$ cat src/hdl/htfr_pkg.sv
// Package: shared widths, configuration register indexes and the result record.
package htfr_pkg;

  localparam int unsigned BYTE_W = 8;
  localparam int unsigned CFG_IDX_W = 2;

  typedef logic [BYTE_W-1:0] byte_t;
  typedef logic [CFG_IDX_W-1:0] cfg_idx_t;

  // Configuration register indexes.
  localparam cfg_idx_t CFG_HEADER_BYTE = 2'd0;
  localparam cfg_idx_t CFG_TRAILER_FIRST = 2'd1;
  localparam cfg_idx_t CFG_TRAILER_SECOND = 2'd2;

  // Position of the first byte after the header or after a counter wrap.
  localparam byte_t POS_FIRST = 8'd1;
  // Trailer bytes removed from the position to give the payload length.
  localparam byte_t TRAILER_LEN = 8'd2;

  typedef struct packed {
    logic  byte_stored;
    byte_t store_position;
    byte_t stored_value;
    logic  frame_done;
    byte_t payload_length;
  } result_t;

endpackage

$ cat src/hdl/header_trailer_frame_receiver_unit.sv
// Top level: header/trailer byte deframer with an output register stage.
//
//   Channel  Direction  Handshake              Payload
//   in       input      in_valid / in_ready    in_rx_byte
//   out      output     out_valid / out_ready  out_byte_stored, out_store_position,
//                                              out_stored_value, out_frame_done,
//                                              out_payload_length
//   cfg      input      cfg_valid / cfg_ready  cfg_index, cfg_data
//
// Every accepted byte produces exactly one result in the following cycle, and a
// new byte can be taken in every cycle while the single output register is not stalled.
// Reset (rst_n low, synchronous) returns the block to hunting, clears the
// position counter, the last stored byte and all three configuration registers.
// When the output register holds a result that has not been taken, in_ready
// drops until out_ready frees it; the output side then stalls the input side.
// The configuration port is always ready.
module header_trailer_frame_receiver_unit import htfr_pkg::*; (
  input  logic     clk,
  input  logic     rst_n,
  // Input byte channel.
  input  logic     in_valid,
  output logic     in_ready,
  input  byte_t    in_rx_byte,
  // Result channel.
  output logic     out_valid,
  input  logic     out_ready,
  output logic     out_byte_stored,
  output byte_t    out_store_position,
  output byte_t    out_stored_value,
  output logic     out_frame_done,
  output byte_t    out_payload_length,
  // Configuration write channel.
  input  logic     cfg_valid,
  output logic     cfg_ready,
  input  cfg_idx_t cfg_index,
  input  byte_t    cfg_data
);

  // Configuration registers.
  byte_t header_byte_r;
  byte_t trailer_first_r;
  byte_t trailer_second_r;

  // Framing state.
  logic  in_frame_r, in_frame_nxt;
  byte_t byte_count_r, byte_count_nxt;
  byte_t previous_byte_r, previous_byte_nxt;

  // Output register.
  logic    out_valid_r;
  result_t result_r, result_nxt;

  logic in_xfer;
  logic cfg_xfer;
  byte_t pos;
  logic done;

  assign cfg_ready = 1'b1;
  assign cfg_xfer  = cfg_valid & cfg_ready;

  // The output register can take a new result when it is empty or being emptied.
  assign in_ready = ~out_valid_r | out_ready;
  assign in_xfer  = in_valid & in_ready;

  // Position of this byte if it is stored; wraps modulo 256.
  assign pos = byte_count_r + POS_FIRST;

  // The trailer test is skipped at position one so that a stale previous byte
  // from an earlier frame can never close a frame on its first byte.
  assign done = in_frame_r && (pos != POS_FIRST) && (in_rx_byte == trailer_second_r)
                && (previous_byte_r == trailer_first_r);

  always_comb begin
    in_frame_nxt      = in_frame_r;
    byte_count_nxt    = byte_count_r;
    previous_byte_nxt = previous_byte_r;
    result_nxt        = '0;
    if (!in_frame_r) begin
      // Hunting: the header byte itself is not stored and yields an all-zero result.
      if (in_rx_byte == header_byte_r) begin
        in_frame_nxt   = 1'b1;
        byte_count_nxt = '0;
      end
    end else begin
      result_nxt.byte_stored    = 1'b1;
      result_nxt.store_position = pos;
      result_nxt.stored_value   = in_rx_byte;
      previous_byte_nxt         = in_rx_byte;
      if (done) begin
        result_nxt.frame_done     = 1'b1;
        result_nxt.payload_length = pos - TRAILER_LEN;
        in_frame_nxt              = 1'b0;
        byte_count_nxt            = '0;
      end else begin
        byte_count_nxt = pos;
      end
    end
  end

  always_ff @(posedge clk) begin
    if (!rst_n) begin
      header_byte_r    <= '0;
      trailer_first_r  <= '0;
      trailer_second_r <= '0;
    end else if (cfg_xfer) begin
      case (cfg_index)
        CFG_HEADER_BYTE:    header_byte_r    <= cfg_data;
        CFG_TRAILER_FIRST:  trailer_first_r  <= cfg_data;
        CFG_TRAILER_SECOND: trailer_second_r <= cfg_data;
        default: ;
      endcase
    end
  end

  always_ff @(posedge clk) begin
    if (!rst_n) begin
      in_frame_r      <= 1'b0;
      byte_count_r    <= '0;
      previous_byte_r <= '0;
      out_valid_r     <= 1'b0;
    end else begin
      if (in_xfer) begin
        in_frame_r      <= in_frame_nxt;
        byte_count_r    <= byte_count_nxt;
        previous_byte_r <= previous_byte_nxt;
        out_valid_r     <= 1'b1;
      end else if (out_ready) begin
        out_valid_r <= 1'b0;
      end
    end
  end

  // Result payload holds while a transfer is stalled; no reset needed.
  always_ff @(posedge clk) begin
    if (in_xfer) begin
      result_r <= result_nxt;
    end
  end

  assign out_valid          = out_valid_r;
  assign out_byte_stored    = result_r.byte_stored;
  assign out_store_position = result_r.store_position;
  assign out_stored_value   = result_r.stored_value;
  assign out_frame_done     = result_r.frame_done;
  assign out_payload_length = result_r.payload_length;

endmodule

$ cat config.mk
export PLATFORM = sky130hd
export DESIGN_NAME = header_trailer_frame_receiver_unit
export DESIGN_NICKNAME = d
export VERILOG_FILES = /design/src/hdl/htfr_pkg.sv /design/src/hdl/header_trailer_frame_receiver_unit.sv
export SDC_FILE = /design/constraint.sdc
export NUM_CORES = 1
export LEC_CHECK = 0
export BUFFER_PORTS_ARGS = -buffer_cell sky130_fd_sc_hd__buf_4
export CAP_MARGIN = 20
export CORE_UTILIZATION = 55
export DETAILED_ROUTE_END_ITERATION = 7
export PLACE_DENSITY = 0.89
export SLEW_MARGIN = 20
export SYNTH_ARGS = -nofsm -noshare
export SYNTH_HDL_FRONTEND = slang
export SYNTH_SLANG_ARGS = --single-unit
$ cat constraint.sdc
create_clock -name clk -period 6.3 [get_ports clk]
set_clock_uncertainty 0.1 [all_clocks]
set_input_delay 1.26 -clock clk [delete_from_list [all_inputs] [get_ports clk]]
set_output_delay 1.26 -clock clk [all_outputs]
set_load 0.05 [all_outputs]
==> impl_metrics.env <==
export IMPL_run_status="complete, no violations"
export IMPL_setup_repair_after_global_routing_missed_its_margin="false"
export IMPL_diodes=0
export IMPL_layout_drive_gt1_share_pct=22.49
export IMPL_vdd_ir_drop_max_mv=0.1204
export IMPL_max_clock_path_buffers=2
export IMPL_area_fraction_of_the_dominant_cell_type_after_synthesis_pct=25.81
export IMPL_async_flop_share_pct=0
export IMPL_via_count=2203
export IMPL_period_share_pct=49.52
export IMPL_detail_route_iter0_violations=161
export IMPL_power_per_cell_area_nw_per_um2=246.5
export IMPL_grt_antenna_before_repair=0
export IMPL_finalCriticalPeriod_ns=3.120
export IMPL_worst_path_max_delay_cell="buf_4"
export IMPL_synth_cell_area_um2=3258
export IMPL_layout_setup_ws_ns=3.180
export IMPL_report_final_slew_viol_count=0
export IMPL_post_synth_inst_count=289
export IMPL_finish_net_count=359
export IMPL_seq_cells_post_synth=68
export IMPL_post_route_drc_count=0
export IMPL_cell_area_after_layout_um2=3824
export IMPL_fin_tns_setup_ns=0
export IMPL_crit_path_max_fanout=4
export IMPL_cts_resized_gates=0
export IMPL_max_slew_margin_pct=38.45
export IMPL_synth_top_area_cell="dfxtp_1"
export IMPL_hold_buffers=0
export IMPL_insertion_delay_ns=0.34
export IMPL_tritoncts_sinks=68
export IMPL_timing_critical_path_max_delay_family="buffers and inverters"
export IMPL_wire_per_inst_um=14.96
export IMPL_data_required_time_of_the_worst_path_ns=4.94
export IMPL_floorplan_die_area_um2=6235
export IMPL_coreArea_um2=5608
export IMPL_kind_of_start_point_of_the_critical_path="primary input"
export IMPL_timing_critical_path_to_type="output port"
export IMPL_detailed_place_hpwl_mm=4.101
export IMPL_placement_io_buffers=50
export IMPL_path_common_cell="buf_4"
export IMPL_worst_ep_arrival_time_ns=1.76
export IMPL_synthToLayoutAreaGrowth_pct=17.36
export IMPL_effective_utilization_at_floorplan_pct=58.10
export IMPL_hold_viol_final=0
export IMPL_yosysWarningCount=0
export IMPL_route_detailed_vias_per_inst=5.373
export IMPL_worstPathBufferInverterCount=2
export IMPL_clk_pin_slew_ns=0.07
export IMPL_path_cells="buf_4 > nand2b_1 > buf_4"
export IMPL_maxCapViolCount=0
export IMPL_first_pass_iters=4
export IMPL_ios=52
export IMPL_drt_wl_total_mm=6.133
export IMPL_die_height_um=78.97
export IMPL_whs_ns=0.4337
export IMPL_ws_path_type="primary input to output port"
export IMPL_syn_nets=315
export IMPL_synth_edf_count=26
export IMPL_drtAntennaViolNets=0
export IMPL_grt_pass1_wl_mm=9.860
export IMPL_core_rowCount=27
export IMPL_hp_class="flop to flop"
export IMPL_cts_tree="done"
export IMPL_die_width_um=78.97
export IMPL_cts_buffers=9
export IMPL_synth_cell_types=43
export IMPL_placed_area_um2=3621
export IMPL_static_leakage_power_nw=1.512
export IMPL_syn_avg_cell_area_um2=11.27
export IMPL_clk_root_buffer_cell="clkbuf_8"
export IMPL_grt_ovfl_total=0
export IMPL_gp_congestion=0.8430
export IMPL_netlist_top_cells_area="dfxtp_1, edfxtp_1, mux2i_1, nor2b_1, xnor2_1"
export IMPL_cts_htree_levels=3
export IMPL_via_count_of_the_first_global_routing_pass=2027
export IMPL_cp_slowest_stage_delay_ns=0.21
export IMPL_postCtsSetupBuffers=0
export IMPL_maxClockFrequency_mhz=320.5
export IMPL_grt_max_degree=43
export IMPL_synth_sequential_area_ratio_pct=49.77
export IMPL_synth_main_ff_cell="dfxtp_1"
export IMPL_pre_cts_ws_ns=3.081
export IMPL_setup_viol_count_final=0
export IMPL_max_slew_worst_pin_slew_ns=0.9220
export IMPL_grt_use_total_pct=21.29
## cell type report
type | instances | area (um^2)
Fill cell | 433 | 1784
Sequential cell | 68 | 1622
Multi-Input combinational cell | 196 | 1500
Timing Repair Buffer | 51 | 382.9
Clock buffer | 12 | 155.1
Tap cell | 72 | 90.09
Clock inverter | 4 | 47.55
Inverter | 7 | 26.28
## logic make-up (layout without fill, tap and decap cells)
logic type | Yosys count | after routing | synth area share (%)
AO/OA/AOI/OAI | 23 | 23 | 6.759
AND/OR/NAND/NOR | 102 | 102 | 18.78
multiplexers | 32 | 32 | 9.831
adder cells (fa/ha/maj) | 3 | 3 | 1.152
XOR/XNOR | 35 | 35 | 9.409
flip-flops | 68 | 68 | 49.77
other | 1 | 1 | 0.1151
buffers and inverters | 25 | 74 | 4.185
## flip-flops by register name (all words and copies together) (netlist names)
name / count
previous_byte_r: 8
trailer_first_r: 8
out_payload_length: 8
header_byte_r: 8
out_valid: 1
byte_count_r: 8
out_stored_value: 8
out_byte_stored: 1
out_frame_done: 1
trailer_second_r: 8
in_frame_r: 1
out_store_position: 8
## worst paths after layout
kind,startpoint,endpoint,slack [ns],depth (start not counted)
min,header_byte_r[7],header_byte_r[7],0.43,2
max,out_ready,in_ready,3.18,3
max reg2reg,in_frame_r,byte_count_r[2],3.65,5
min reg2reg,header_byte_r[7],header_byte_r[7],0.43,2
## worst reg2reg max path: cells and delay by family, from the launching register on
| kind | cells | cell delay [ns] |
|---|---|---|
| and+or+nand+nor | 2 | 1.00 |
| DFF | 1 | 0.93 |
| AOI/OAI and AO/OA | 3 | 0.54 |
## metal layers
metal / up-vias / global-route usage (%) / routed length [um]
met3: 11 / 4.483 / 285
met5: - / 0 / 0
met1: 1042 / 27.96 / 2890
met2: 72 / 33.62 / 2849
met4: 0 / 9.818 / 108
li1: 1078 / - / -
## power breakdown
group	leakage, nW	switching (W)	internal [W]
registers	0.603	0.00000605	0.000469
logic	0.805	0.0000611	0.0000371
clock network	0.104	0.000166	0.000204
## synthesized netlist by cell type (all sizes together), types with 3 or more instances
master  count
nand4       8
clkbuf      9
a31oi       3
o21ai       3
buf         9
nor2        8
nor4        3
mux2i      32
dfxtp      42
ha          3
a21boi     10
inv         7
nand2      11
xnor2      21
nor2b      38
edfxtp     26
nand4b      4
and2       15
nand3       4
xor2       14
## cells in the final DEF, fill, tap and decap left out, types with 4 or more instances in the layout
master	count
buf_4	51
dfxtp_1	42
nor2b_1	38
mux2i_1	32
edfxtp_1	26
xnor2_1	21
xor2_1	14
and2_1	12
nand2_1	11
clkbuf_8	11
a21boi_0	9
nand4_1	8
nor2_1	8
inv_1	6
nand3_1	4
nand4b_1	4
## through the flow
step / total power, W / instances / util, %
2_1_floorplan: 0.0005477 / 289 / -
3_3_place_gp: 0.0005814 / 394 / 64.57
3_5_place_dp: 0.0005828 / 394 / 64.57
4_1_cts: 0.0009429 / 410 / 68.18
5_1_grt: 0.0009714 / 410 / 68.18
6_report: 0.0009426 / 410 / 68.18
Note: power is estimated with default switching activity, not from simulation.
